`src/hdl/xxh64_pkg.sv`:
```
// ----------------------------------------------------------------------------
// xxh64_pkg
// Shared constants, micro-operation codes and control types of the
// streaming xxhash64 hasher.
// ----------------------------------------------------------------------------
package xxh64_pkg;

    localparam logic [63:0] PRIME1 = 64'd11400714785074694791;
    localparam logic [63:0] PRIME2 = 64'd14029467366897019727;
    localparam logic [63:0] PRIME3 = 64'd1609587929392839161;
    localparam logic [63:0] PRIME4 = 64'd9650029242287828579;
    localparam logic [63:0] PRIME5 = 64'd2870177450012600261;

    localparam int WORD_BYTES = 8;

    // datapath micro-operations; the multiply ones start the shared multiplier
    typedef enum logic [4:0] {
        U_NONE,
        U_SUM,
        U_SHORT,
        U_ADDLEN,
        U_SHIFT32,
        U_SHIFT8,
        U_DIGEST,
        U_LR1,
        U_LR2,
        U_ML1,
        U_FD1,
        U_XR,
        U_ML3,
        U_FD3,
        U_W4A,
        U_W4B,
        U_B1A,
        U_B1B,
        U_AV1,
        U_AV2
    } uop_t;

    typedef struct packed {
        logic       start;
        uop_t       uop;
        logic [1:0] idx;
        logic       accept;
        logic       load;
        logic [3:0] cnt;
        logic [1:0] pos;
    } cmd_t;

    typedef struct packed {
        logic mul_done;
        logic len_ge32;
    } stat_t;

    function automatic logic [63:0] rotl64(input logic [63:0] x, input int r);
        rotl64 = (x << r) | (x >> (64 - r));
    endfunction

    function automatic logic is_mul(input uop_t u);
        is_mul = (u >= U_LR1);
    endfunction

endpackage

```
`src/hdl/xxh64_ctrl.sv`:
```
// ----------------------------------------------------------------------------
// xxh64_ctrl
// Sequencer: takes input transactions, walks the round, merge, fold, tail and
// avalanche steps and hands the digest to the output register.
// ----------------------------------------------------------------------------
module xxh64_ctrl
    import xxh64_pkg::*;
(
    input  logic       clk,
    input  logic       rst_n,
    input  logic       in_valid,
    output logic       in_ready,
    input  logic [3:0] in_count,
    input  logic       in_last,
    output logic       out_valid,
    input  logic       out_ready,
    output cmd_t       cmd,
    input  stat_t      stat
);

    typedef enum logic [3:0] {
        S_IDLE,
        S_ROUND,
        S_HEAD,
        S_SUM,
        S_MERGE,
        S_ADDLEN,
        S_FOLD,
        S_W4,
        S_BYTE,
        S_AVAL,
        S_OUT
    } state_t;

    state_t     state_reg;
    logic [1:0] i_reg;
    logic [1:0] ph_reg;
    logic       wait_reg;
    logic       busy_reg;
    logic       last_reg;
    logic [3:0] cnt_reg;
    logic [2:0] left_reg;
    logic [1:0] pos_reg;
    logic       out_valid_reg;

    logic [3:0] cnt_c;
    uop_t       step_uop;
    logic       step_done;
    state_t     tail_state;

    assign in_ready  = (state_reg == S_IDLE);
    assign out_valid = out_valid_reg;

    // short counts only count on the last item
    assign cnt_c = (!in_last || in_count > 4'(WORD_BYTES)) ? 4'(WORD_BYTES) : in_count;

    always_comb
    begin
        if (cnt_reg[3])
            tail_state = S_AVAL;
        else if (cnt_reg[2])
            tail_state = S_W4;
        else if (cnt_reg != 4'd0)
            tail_state = S_BYTE;
        else
            tail_state = S_AVAL;
    end

    always_comb
    begin
        step_uop = U_NONE;
        unique case (state_reg)
            S_ROUND:  step_uop = (ph_reg == 2'd0) ? U_LR1 : U_LR2;
            S_HEAD:   step_uop = stat.len_ge32 ? U_NONE : U_SHORT;
            S_SUM:    step_uop = U_SUM;
            S_MERGE:  step_uop = (ph_reg == 2'd0) ? U_ML1 : (ph_reg == 2'd1) ? U_XR : U_ML3;
            S_ADDLEN: step_uop = U_ADDLEN;
            S_FOLD:   step_uop = (ph_reg == 2'd0) ? U_FD1 : (ph_reg == 2'd1) ? U_XR : U_FD3;
            S_W4:     step_uop = (ph_reg == 2'd0) ? U_W4A :
                                 (ph_reg == 2'd1) ? U_W4B : U_SHIFT32;
            S_BYTE:   step_uop = (ph_reg == 2'd0) ? U_B1A :
                                 (ph_reg == 2'd1) ? U_B1B : U_SHIFT8;
            S_AVAL:   step_uop = (ph_reg == 2'd0) ? U_AV1 : U_AV2;
            S_OUT:    step_uop = (!out_valid_reg || out_ready) ? U_DIGEST : U_NONE;
            default:  step_uop = U_NONE;
        endcase

        if (is_mul(step_uop))
            step_done = wait_reg && stat.mul_done;
        else
            step_done = (step_uop != U_NONE);

        cmd        = '0;
        cmd.uop    = step_uop;
        cmd.idx    = i_reg;
        cmd.pos    = pos_reg;
        cmd.cnt    = cnt_c;
        cmd.start  = is_mul(step_uop) ? !wait_reg : (step_uop != U_NONE);
        cmd.accept = in_valid && (state_reg == S_IDLE);
        cmd.load   = cmd.accept && !busy_reg;
    end

    always_ff @(posedge clk or negedge rst_n)
    begin
        if (!rst_n)
        begin
            state_reg     <= S_IDLE;
            i_reg         <= 2'd0;
            ph_reg        <= 2'd0;
            wait_reg      <= 1'b0;
            busy_reg      <= 1'b0;
            last_reg      <= 1'b0;
            cnt_reg       <= 4'd0;
            left_reg      <= 3'd0;
            pos_reg       <= 2'd0;
            out_valid_reg <= 1'b0;
        end
        else
        begin
            if (out_valid_reg && out_ready && !(state_reg == S_OUT && step_done))
                out_valid_reg <= 1'b0;

            if (is_mul(step_uop))
            begin
                if (!wait_reg)
                    wait_reg <= 1'b1;
                else if (stat.mul_done)
                    wait_reg <= 1'b0;
            end

            // remaining tail bytes once the 4-byte step is taken;
            // during the byte steps it counts down after each shift
            if (state_reg != S_BYTE)
                left_reg <= cnt_reg[2] ? {1'b0, cnt_reg[1:0]} : cnt_reg[2:0];
            else if (step_done && ph_reg == 2'd2)
                left_reg <= left_reg - 3'd1;

            unique case (state_reg)
                S_IDLE:
                begin
                    if (cmd.accept)
                    begin
                        busy_reg <= 1'b1;
                        last_reg <= in_last;
                        cnt_reg  <= cnt_c;
                        i_reg    <= 2'd0;
                        ph_reg   <= 2'd0;
                        if (cnt_c[3] && pos_reg == 2'd3)
                        begin
                            pos_reg   <= 2'd0;
                            state_reg <= S_ROUND;
                        end
                        else
                        begin
                            pos_reg   <= pos_reg + 2'(cnt_c[3]);
                            state_reg <= in_last ? S_HEAD : S_IDLE;
                        end
                    end
                end
                S_ROUND:
                begin
                    if (step_done)
                    begin
                        if (ph_reg == 2'd0)
                            ph_reg <= 2'd1;
                        else
                        begin
                            ph_reg <= 2'd0;
                            i_reg  <= i_reg + 2'd1;
                            if (i_reg == 2'd3)
                                state_reg <= last_reg ? S_HEAD : S_IDLE;
                        end
                    end
                end
                S_HEAD:
                begin
                    i_reg     <= 2'd0;
                    state_reg <= stat.len_ge32 ? S_SUM : S_ADDLEN;
                end
                S_SUM:
                begin
                    i_reg <= i_reg + 2'd1;
                    if (i_reg == 2'd3)
                        state_reg <= S_MERGE;
                end
                S_MERGE:
                begin
                    if (step_done)
                    begin
                        if (ph_reg != 2'd2)
                            ph_reg <= ph_reg + 2'd1;
                        else
                        begin
                            ph_reg <= 2'd0;
                            i_reg  <= i_reg + 2'd1;
                            if (i_reg == 2'd3)
                                state_reg <= S_ADDLEN;
                        end
                    end
                end
                S_ADDLEN:
                begin
                    i_reg     <= 2'd0;
                    ph_reg    <= 2'd0;
                    state_reg <= (pos_reg != 2'd0) ? S_FOLD : tail_state;
                end
                S_FOLD:
                begin
                    if (step_done)
                    begin
                        if (ph_reg != 2'd2)
                            ph_reg <= ph_reg + 2'd1;
                        else
                        begin
                            ph_reg <= 2'd0;
                            i_reg  <= i_reg + 2'd1;
                            if (i_reg == pos_reg - 2'd1)
                                state_reg <= tail_state;
                        end
                    end
                end
                S_W4:
                begin
                    if (step_done)
                    begin
                        if (ph_reg != 2'd2)
                            ph_reg <= ph_reg + 2'd1;
                        else
                        begin
                            ph_reg    <= 2'd0;
                            state_reg <= (left_reg != 3'd0) ? S_BYTE : S_AVAL;
                        end
                    end
                end
                S_BYTE:
                begin
                    if (step_done)
                    begin
                        if (ph_reg != 2'd2)
                            ph_reg <= ph_reg + 2'd1;
                        else
                        begin
                            ph_reg  <= 2'd0;
                            cnt_reg <= {1'b0, left_reg - 3'd1};
                            if (left_reg == 3'd1)
                                state_reg <= S_AVAL;
                        end
                    end
                end
                S_AVAL:
                begin
                    if (step_done)
                    begin
                        if (ph_reg == 2'd0)
                            ph_reg <= 2'd1;
                        else
                        begin
                            ph_reg    <= 2'd0;
                            state_reg <= S_OUT;
                        end
                    end
                end
                S_OUT:
                begin
                    if (step_done)
                    begin
                        out_valid_reg <= 1'b1;
                        busy_reg      <= 1'b0;
                        pos_reg       <= 2'd0;
                        state_reg     <= S_IDLE;
                    end
                end
                default:
                    state_reg <= S_IDLE;
            endcase
        end
    end

endmodule

```
`config.mk`:
```
export PLATFORM = sky130hd
export DESIGN_NAME = xxh64_ctrl
export DESIGN_NICKNAME = d
export VERILOG_FILES = /design/src/hdl/xxh64_pkg.sv /design/src/hdl/xxh64_ctrl.sv
export SDC_FILE = /design/constraint.sdc
export NUM_CORES = 1
export LEC_CHECK = 0
export BUFFER_PORTS_ARGS = -buffer_cell sky130_fd_sc_hd__clkbuf_2
export CELL_PAD_IN_SITES_DETAIL_PLACEMENT = 1
export CELL_PAD_IN_SITES_GLOBAL_PLACEMENT = 1
export CORE_MARGIN = 3
export CORE_UTILIZATION = 24
export CTS_BUF_LIST = sky130_fd_sc_hd__clkbuf_8
export DETAILED_ROUTE_END_ITERATION = 8
export PLACE_DENSITY_LB_ADDON = 0.1
export SETUP_SLACK_MARGIN = 0.4
export SYNTH_ARGS = -nofsm -noshare
export SYNTH_HDL_FRONTEND = slang
export SYNTH_SLANG_ARGS = --single-unit
export TNS_END_PERCENT = 50
```
`constraint.sdc`:
```
create_clock -name clk -period 2.2 [get_ports clk]
set_input_delay 0.44 -clock clk [delete_from_list [all_inputs] [get_ports clk]]
set_output_delay 0.44 -clock clk [all_outputs]
set_load 0.02 [all_outputs]
```
; ---- Word level (Yosys, flattened, before mapping)
; Cells that the tools add are included.
[totals]
regBits = 21
latch_bits = 0
ramBits = 0
mem_bits_ro = 0
in_bits = 11
output_inout_bits = 18
elab_cells = 168
n_memories = 0
[op_classes]
addsub = 5
n_mul = 0
n_div = 0
magnitude_cmp = 2
eq_ne = 41
shift = 0
n_mux = 74
bitwise_logic = 0
reduce_logical = 36
[op_table]
columns = cell, count
row1 = 2-to-1 mux 4 bit, 29
row2 = one-hot mux 5 bit (10 select lines), 1
row3 = one-hot mux 4 bit (11 select lines), 1
row4 = != test 2 bit (second input constant), 20
row5 = 2-to-1 mux 2 bit, 15
row6 = 2-to-1 mux 3 bit, 8
row7 = AND reduction 19 bit, 1
row8 = == test 4 x 3 -> 1 bit (second input constant), 4
row9 = 2-to-1 mux 1 bit, 13
row10 = == test 4 bit (second input constant), 3
row11 = 2-to-1 mux 5 bit, 2
row12 = one-hot mux 2 bit (5 select lines), 1
row13 = nonzero test 5 bit, 2
row14 = == test 4 x 2 -> 1 bit (second input constant), 2
row15 = logical AND 1 bit, 8
row16 = != test 2 x 1 -> 1 bit (second input constant), 4
row17 = one-hot mux 2 bit (4 select lines), 1
row18 = one-hot mux 4 bit (2 select lines), 1
row19 = AND reduction 4 bit, 2
row20 = nonzero test 2 bit, 4
row21 = nonzero test 4 bit, 2
row22 = == test 2 bit (second input constant), 3
row23 = AND reduction 6 bit, 1
row24 = OR reduction 2 bit, 3
row25 = other kinds (21), 27

; ---- Logic depth before layout (Yosys ltp)
; Gate-level depths: netlist of the first run.
[depth]
word_depth = 12
ltp_mapped = 8
depth_no_buf = 8

; ---- Worst setup path after synthesis of the first run
; No wires, ideal clock.
[synth_path]
kind = register to output
from = reg state_reg[1]
to = out cmd[15] (netlist name)
arrival_time_ns = 1.836
required_ns = 1.760
path_slack_ns = -0.076
stages_incl_launch_ff = 7
n_path_buf = 1
cell_sequence = dfrtp_1 -> buf_4 -> nor2b_2 -> nand3_2 -> nand4_1 -> a31o_2 -> a21oi_1
[synth_rtl]
columns = element, line_no
row1 = from (decl), xxh64_ctrl.sv:35  ; state_t state_reg;
row2 = from (signal assigned), xxh64_ctrl.sv:156  ; state_reg <= in_last ? S_HEAD : S_IDLE;
row3 = from (signal assigned), xxh64_ctrl.sv:171  ; state_reg <= last_reg ? S_HEAD : S_IDLE;
row4 = from (signal assigned), xxh64_ctrl.sv:178  ; state_reg <= stat.len_ge32 ? S_SUM : S_ADDLEN;
row5 = to (decl), xxh64_ctrl.sv:17  ; output cmd_t cmd,

==> results of run 1 <==
-- metal layers --
metal,wire [µm],track usage [%],vias up
met2,3400,27.7,29
met4,26,2.17,0
met3,190,2.24,2
li1,-,-,965
met5,0,0,-
met1,3370,23.9,965
-- per-stage QoR --
| step | util (%) | setup slack [ps] | setup TNS, ps | hold WS [ps] | cell area (µm²) |
|---|---|---|---|---|---|
| 2_1_floorplan | - | 107 | 0 | 144 | 1930 |
| 3_3_place_gp | 33.3 | 29.5 | 0 | 464 | 2460 |
| 3_5_place_dp | 33.3 | -28.1 | -41.4 | 483 | 2460 |
| 4_1_cts | 38.0 | -197 | -828 | 172 | 2800 |
| 5_1_grt | 40.3 | -263 | -2130 | 196 | 2970 |
| 6_report | 40.3 | -161 | -882 | 156 | 2970 |
-- cells in the mapped netlist (all sizes together) (2+ instances only) --
library cell and count:
o32ai 2, nor2b 6, o211ai 3, mux2i 3, a32oi 2, nand3 8, nor3 11, or2 4
inv 18, nor2 25, xnor2 7, nand2b 4, and2b 3, ha 7, o22ai 4, o21ai 14
and2 4, dfrtp 21, o31ai 2, a211oi 3, nand2 23, a21o 2, a21oi 13, mux2 4
buf 8
-- critical path, cell delays in order (launching register included) --
cell and delay (ps):
dfrtp_2 470, buf_4 150, and2b_4 190, nand3_1 90, nand4_1 190, a31o_4 320, a21oi_4 130, buf_8 120
-- worst max-delay path by stage --
stage	from	endpoint	cells after the start
6_report	state_reg[0]	cmd[15]	7
5_1_grt	state_reg[1]	cmd[15]	7
4_1_cts	state_reg[2]	cmd[15]	6
3_5_place_dp	state_reg[3]	state_reg[3]	9
3_3_place_gp	state_reg[2]	cmd[15]	6
2_1_floorplan	state_reg[2]	state_reg[0]	8
-- cell type report --
class | count | area, µm² | share of cell area, %
clock buffers | 3 | 41.3 | 1.39
clock inverters | 1 | 5.00 | 0.168
inverters | 18 | 75.1 | 2.53
multi-input cells | 174 | 1420 | 47.7
flip-flops and latches | 21 | 534 | 18.0
well taps | 99 | 124 | 4.17
repair buffers | 95 | 776 | 26.1
-- power breakdown --
part           internal, mW  switching [mW]  total, mW  leakage, nW
logic                  2.35            2.24       4.59         1.07
registers             0.569           0.204      0.774        0.251
clock network         0.127           0.145      0.272       0.0255
total                  3.04            2.59       5.63         1.34
-- timing repair --
action | in CTS | in global routing
pin swaps | 17 | 13
endpoints found under the setup margin | 24 | 26
setup buffers | 18 | 6
resized for setup | 44 | 41
gates cloned | 0 | 0
-- kinds of logic after synthesis --
kind of cell / Yosys count
adder cells (fa/ha/maj): 7
flip-flops: 21
AO/OA/AOI/OAI: 58
AND/OR/NAND/NOR: 94
XOR/XNOR: 8
multiplexers: 7
buffers and inverters: 27
==> run summary, run 1 <==
Top-area cell type share of the netlist area -> 28.4%
Global-route wire length before repair -> 11,500 µm
# nets final -> 331
Top-Level Pins -> 29
Global Route Usage Sum -> 16.8%
Router iterations before antenna repair -> 4
Req. time, crit path -> 1760 ps
Worst Skew -> 10.3 ps
Mapped Avg Cell Area -> 8.32 µm²
Top post-synthesis cells by area -> dfrtp_1 28%, nor2_1 4.9%, ha_1 4.7%
Die Height -> 93.8 µm
Deepest level of the CTS H-tree -> 1
Dpl cells -> 383
Commonest cells after routing, fill and taps aside -> 54 x buf_4, 20 x nand2_1, 19 x nor2_1, 19 x clkbuf_2, 16 x buf_6
Syn Nets -> 240
Grt ovf -> 0
Hold Path Class -> input port to async pin
RSZ-0062 raised after global routing -> yes
Crit start category -> flop
Clk_lat worst skew -> 270 ps
Tcrit/Tclk final -> 107%
CP Class -> flop to output port
Mux share of post-synthesis cell area -> 4.27%
CTS Sinks -> 21
Final WS setup -> -161 ps
Sequential fraction of the synthesis area -> 28.4%
Die width -> 93.8 µm
Non-filler cells, final -> 411
Initial core utilization -> 25.1%
Worst vdd ir -> 0.622 mV
Post-synth EDFFs -> 0
Normalized max-slew margin -> 60.1%
Worst slew pin tran -> 599 ps
Yosys top cell by area -> dfrtp_1
Share of cells above drive strength 1 -> 51.6%
Finish-stage setup viols -> 11
Main combinational cell family by area after synthesis -> simple AND/OR/NAND/NOR gates
Placer Congestion -> 0.810
PD cells -> 1900 nW/µm²
R2r setup slk -> -120 ps
Crit end category -> output port
Unique masters post-synth -> 67
Wirelength per Cell -> 17.0 µm
Leak -> 1.34 nW
Iter 0 DRT Violations -> 47
Min cycle time layout -> 2360 ps
Synth Area in Compound Gates -> 25.3%
Fmax -> 423 MHz
TritonCTS Buffers -> 3
Overall power -> 5.63 mW
Yosys warns -> 0
Clock tree from TritonCTS -> done
Die footprint -> 8790 µm²
Mean number of vias per cell -> 4.77
Slew Viols, Final -> 0
Vias in the first global route -> 2,100
Post-synth top flop -> dfrtp_1
Hold-fix buffers at CTS -> 0
Failing checks -> setup timing
Largest net degree at the start of global routing -> 22
Commonest non-fill, non-tap cell in the layout -> buf_4
Area delta synth->final -> 60.9%
Synth Register Bits -> 21
Worst r2r path cells -> 12
Endpoints failing hold -> 0
Post-Syn Area -> 1850 µm²
Via count -> 1,961
Clock tree buffer depth -> 2
Fill cell count -> 886
FP Rows -> 31
Outcome -> complete, but fails checks
XOR/XNOR Fraction of Synth Area -> 3.79%
Adder-cell share of the synthesized area -> 4.74%
# DRC -> 0
Mapped Cells -> 222
Routed wire length -> 6980 µm
FF-to-FF End -> state_reg[3]
Detailed Place HPWL -> 5100 µm
CTS root buf -> clkbuf_8
Area share of and/or/nand/nor cells after synthesis -> 27.1%
Diode count -> 0
Reg clk slew, reported paths -> 90 ps
Crit Path Max Fanout -> 6
WP data arrival -> 1920 ps
Initial antenna violation count -> 0
Post-route antenna net violation count -> 0
PortBufs -> 28
Max capacitance violation total -> 0
Post-synth ARST share -> 100%
Core area -> 7370 µm²
Worst reg2reg startpoint -> state_reg[2]
(Power assumes the default switching activity.)
==> run 2: changes to the inputs <==
REMOVE_ABC_BUFFERS = 1   (was not set)
==> run summary, run 2 (synthesis results as in run 1) <==
Commonest cells after routing, fill and taps aside -> 47 x buf_4, 21 x nor2_1, 20 x nand2_1
Min cycle time layout -> 2410 ps (+50.2 ps)
Normalized max-slew margin -> 58.8% (-1.2 points)
Global Route Usage Sum -> 16.2% (-0.56 points)
Critical path's top delay family -> compound AO/OA/AOI/OAI gates
Area delta synth->final -> 56.8%
CTS root buf -> clkbuf_8
Leak -> 1.33 nW (-0.62%)
Clock tree buffer depth -> 2 (unchanged)
CP Class -> flop to output port
Hold Path Class -> input port to async pin
RSZ-0062 raised after global routing -> yes
Die Height -> 93.8 µm (unchanged)
Finish-stage setup viols -> 12 (+1)
Routed wire length -> 6830 µm (-2.2%)
Crit start category -> flop
Placer Congestion -> 0.829 (+2.3%)
Final WS setup -> -212 ps (-50.2 ps)
CTS Sinks -> 21 (unchanged)
Slew Viols, Final -> 0 (unchanged)
Initial core utilization -> 25.1% (unchanged)
Share of cells above drive strength 1 -> 49.4% (-2.2 points)
Slowest CP cell -> dfrtp_1
Hold-fix buffers at CTS -> 0 (unchanged)
Buf/Inv on CP -> 1 (-1)
Deepest level of the CTS H-tree -> 1 (unchanged)
# DRC -> 0 (unchanged)
Commonest non-fill, non-tap cell in the layout -> buf_4
Mean number of vias per cell -> 4.86 (+1.8%)
Global-route wire length before repair -> 11,200 µm (-2.8%)
Detailed Place HPWL -> 5110 µm (about the same)
Clk_lat worst skew -> 270 ps (about the same)
Worst slew pin tran -> 618 ps (+18.4 ps)
Max capacitance violation total -> 0 (unchanged)
Top Layer Used -> met4
# nets final -> 329 (-0.60%)
Core area -> 7370 µm² (unchanged)
Metal3 WL -> 191 µm (+0.53%)
Initial antenna violation count -> 0 (unchanged)
PortBufs -> 28 (unchanged)
Setup TNS -> -973 ps (-91.6 ps)
Multi-input logic area -> 1370 µm² (-3.4%)
WP data arrival -> 1970 ps (+50 ps)
Storage cell area -> 532 µm² (-0.47%)
Fmax -> 415 MHz (-2.1%)
Die width -> 93.8 µm (unchanged)
Top-Level Pins -> 29 (unchanged)
Critical path, cell by cell -> nor2b_4 -> xnor2_2 -> a21oi_2 -> or2_1 -> a31o_2 -> a21oi_2 -> clkbuf_8
FP Rows -> 31 (unchanged)
Router iterations before antenna repair -> 4 (unchanged)
CP max stage delay -> 430 ps (-40 ps)
Via count -> 1,987 (+1.3%)
Reg clk slew, reported paths -> 100 ps (about the same)
Grt ovf -> 0 (unchanged)
Endpoints failing hold -> 0 (unchanged)
Tcrit/Tclk final -> 110% (+2.3 points)
PD cells -> 1830 nW/µm² (-3.5%)
Vias in the first global route -> 2,128 (+1.3%)
Crit Path Max Fanout -> 4 (-2)
Fill cell count -> 870 (-1.8%)
Diode count -> 0 (unchanged)
Post-route antenna net violation count -> 0 (unchanged)
Non-filler cells, final -> 409 (-0.49%)
Met2 wire length -> 3290 µm (-3.2%)
Worst vdd ir -> 0.541 mV (-13%)
Crit end category -> output port
Outcome -> complete, but fails checks
Wirelength per Cell -> 16.7 µm (-1.8%)
Largest net degree at the start of global routing -> 22 (unchanged)
Iter 0 DRT Violations -> 54 (+15%)
WL met1 -> 3290 µm (-2.3%)
Die footprint -> 8790 µm² (unchanged)
Fin Hold WS -> 157 ps (+0.671 ps)
Most used cell, CP -> a21oi_2
Failing checks -> setup timing
Req. time, crit path -> 1760 ps (about the same)
TritonCTS Buffers -> 3 (unchanged)
Clock tree from TritonCTS -> done
Worst Skew -> 5.69 ps (-4.61 ps)
Dpl cells -> 375 (-2.1%)
[run 2: cell types whose count changed in the layout (fill, tap and decap cells not counted), moves of 2 or more]
cell,previous run,this run
a21oi_2,1,3
clkbuf_8,3,5
nor2_4,5,1
clkbuf_4,0,3
nor2_2,1,3
dfrtp_1,14,16
nor2_1,19,21
buf_4,54,47
buf_6,16,19
dfrtp_2,7,5
buf_8,5,3
[run 2: through the flow]
| stage | worst slack, ps | cell area (µm²) | total power, mW | util [%] |
|---|---|---|---|---|
| after floorplan | -296 | 1800 | 2.68 | - |
| after global placement | -64.9 | 2320 | 3.86 | 31.5 |
| after detailed placement | -87.4 | 2320 | 3.84 | 31.5 |
| after CTS | -169 | 2730 | 4.95 | 37.1 |
| after global routing | -310 | 2900 | 5.69 | 39.3 |
| final | -212 | 2900 | 5.30 | 39.3 |
[run 2: worst paths after layout]
| kind | slack (ps) | to | from | cells past startpoint |
|---|---|---|---|---|
| max in group asynchronous | 1600 | state_reg[2] | rst_n | 1 |
| worst min register to register | 490 | last_reg | last_reg | 2 |
| min in group clk | 410 | last_reg | in_last | 3 |
| worst max-delay path | -210 | cmd[15] | ph_reg[1] | 7 |
| worst min-delay path | 160 | ph_reg[1] | rst_n | 1 |
| worst max register to register | -160 | state_reg[0] | state_reg[0] | 11 |
[run 2: power by group]
| group | internal, mW | switching, mW | leakage [nW] |
|---|---|---|---|
| registers | 0.566 | 0.207 | 0.254 |
| clock network | 0.127 | 0.158 | 0.0255 |
| logic | 2.14 | 2.10 | 1.05 |
[run 2: final cells by class]
class                           count  share of cell area [%]
Inverter                           18                    2.42
Clock inverter                      1                   0.173
Multi-Input combinational cell    174                    47.2
Timing Repair Buffer               93                    26.1
Clock buffer                        3                    1.42
Sequential cell                    21                    18.4
Tap cell                           99                    4.27
[run 2: repair_timing]
item                                    4_1_cts  5_1_grt
buffers inserted                             22        8
endpoints found under the setup margin       26       26
resized for setup                            55       28
pin swaps                                    12       16
[run 2: metal layers]
metal  GRT usage [%]  vias up
li1                -      960
met1            22.3      977
met2            27.1       43
met3            2.16        7
met4            3.25        0
met5               0        -
==> run 3: changes to the inputs <==
BUFFER_PORTS_ARGS = not set   (was -buffer_cell sky130_fd_sc_hd__clkbuf_2)
DONT_BUFFER_PORTS = 1   (was not set)
==> run summary, run 3 (synthesis results as in run 1) <==
Clk_lat worst skew -> 270 ps (about the same)
RSZ-0062 raised after global routing -> yes
Commonest cells after routing, fill and taps aside -> 59 x buf_4, 20 x nand2_1, 19 x nor2_1
FP Rows -> 31 (unchanged)
Fin Hold WS -> 283 ps (+126 ps)
Router iterations before antenna repair -> 4 (unchanged)
Hold Path Class -> input port to flop
Slew Viols, Final -> 0 (unchanged)
Worst vdd ir -> 0.506 mV (-6.5%)
TritonCTS Buffers -> 3 (unchanged)
Deepest level of the CTS H-tree -> 1 (unchanged)
Die footprint -> 8790 µm² (unchanged)
Routed wire length -> 6860 µm (+0.54%)
Largest net degree at the start of global routing -> 22 (unchanged)
Iter 0 DRT Violations -> 65 (+20%)
# DRC -> 0 (unchanged)
Failing checks -> setup timing
Dpl cells -> 366 (-2.4%)
Wirelength per Cell -> 17.8 µm (+6.5%)
Global-route wire length before repair -> 11,000 µm (-1.9%)
Vias in the first global route -> 1,948 (-8.5%)
Worst slew pin tran -> 404 ps (-213 ps)
Normalized max-slew margin -> 73.1% (+14 points)
Final instance area -> 2680 µm² (-7.6%)
WL met1 -> 3330 µm (+1.2%)
Final core occ -> 36.3% (-3.0 points)
Overall power -> 4.96 mW (-6.4%)
Top Layer Used -> met4
Max capacitance violation total -> 0 (unchanged)
Endpoints failing hold -> 0 (unchanged)
CP Class -> flop to output port
Crit end category -> output port
Die Height -> 93.8 µm (unchanged)
Core area -> 7370 µm² (unchanged)
CTS root buf -> clkbuf_8
Grt ovf -> 0 (unchanged)
Top-Level Pins -> 29 (unchanged)
Finish-stage setup viols -> 11 (-1)
Crit Path Max Fanout -> 6 (+2)
Post-route antenna net violation count -> 0 (unchanged)
Diode count -> 0 (unchanged)
# nets final -> 306 (-7.0%)
Placed cell areas -> 2330 µm² (+0.11%)
Crit start category -> flop
Via count -> 1,856 (-6.6%)
Outcome -> complete, but fails checks
PD cells -> 1850 nW/µm² (+1.3%)
Initial core utilization -> 25.1% (unchanged)
Global Route Usage Sum -> 16.4% (+0.18 points)
Share of cells above drive strength 1 -> 41.5% (-7.9 points)
Commonest non-fill, non-tap cell in the layout -> buf_4
Non-filler cells, final -> 386 (-5.6%)
Fmax -> 413 MHz (-0.39%)
Clock tree buffer depth -> 2 (unchanged)
Detailed Place HPWL -> 5240 µm (+2.7%)
Met2 wire length -> 3120 µm (-5.3%)
Leak -> 1.19 nW (-11%)
Min cycle time layout -> 2420 ps (+9.33 ps)
WP data arrival -> 1980 ps (about the same)
Mean number of vias per cell -> 4.81 (-1.0%)
Initial antenna violation count -> 0 (unchanged)
Clock tree from TritonCTS -> done
Tcrit/Tclk final -> 110% (+0.42 points)
PortBufs -> 0 (-100%)
Req. time, crit path -> 1760 ps (about the same)
Worst Skew -> 4.99 ps (-0.707 ps)
Final WS setup -> -221 ps (-9.33 ps)
Setup TNS -> -882 ps (+90.6 ps)
Placer Congestion -> 0.769 (-7.1%)
Reg clk slew, reported paths -> 90 ps (about the same)
CTS Sinks -> 21 (unchanged)
Area delta synth->final -> 44.9%
Dpl ws -> -206 ps (-119 ps)
Metal3 WL -> 300 µm (+57%)
Die width -> 93.8 µm (unchanged)
run 3: path summary, 6_finish.rpt:
check	from	to	slack, ps	cells after the start
max	state_reg[0]	cmd[15]	-220	8
min	in_last	last_reg	280	2
max reg2reg	state_reg[3]	state_reg[1]	-150	9
min reg2reg	last_reg	last_reg	480	2
max in group asynchronous	rst_n	state_reg[1]	1430	2
min in group asynchronous	rst_n	pos_reg[1]	610	2
run 3: power by group:
part           switching [mW]  total [mW]  internal (mW)  leakage, nW
combinational            2.00        3.91           1.91        0.913
sequential              0.212       0.776          0.565        0.255
clock                   0.154       0.281          0.127       0.0255
run 3: area by class of cell:
class / count / area (µm²)
fill: 897 / 4690
timing repair buffer: 70 / 583
tap: 99 / 124
inverter: 18 / 71.3
clock inverter: 1 / 5.00
clock buffer: 3 / 41.3
sequential: 21 / 531
multi-input combinational: 174 / 1320
run 3: critical path: stages (launching register included):
cell     delay [ps]
dfrtp_2         440
buf_12          140
nor2b_4         150
xnor2_2         130
a21oi_2          80
or2_1           250
a31o_4          260
a21oi_2         130
buf_6           130
run 3: per-layer routing:
| layer | vias up | global-route usage (%) |
|---|---|---|
| li1 | 919 | - |
| met1 | 896 | 23.0 |
| met2 | 35 | 26.1 |
| met3 | 6 | 2.40 |
| met4 | 0 | 4.45 |
| met5 | - | 0 |
run 3: repair_timing:
item,CTS,global route
pin swaps,11,3
hold endpoints to repair,21,0
resized for setup,30,10
buffers inserted,13,1
endpoints found under the setup margin,28,25
cloned,0,0
hold buffers,2,0
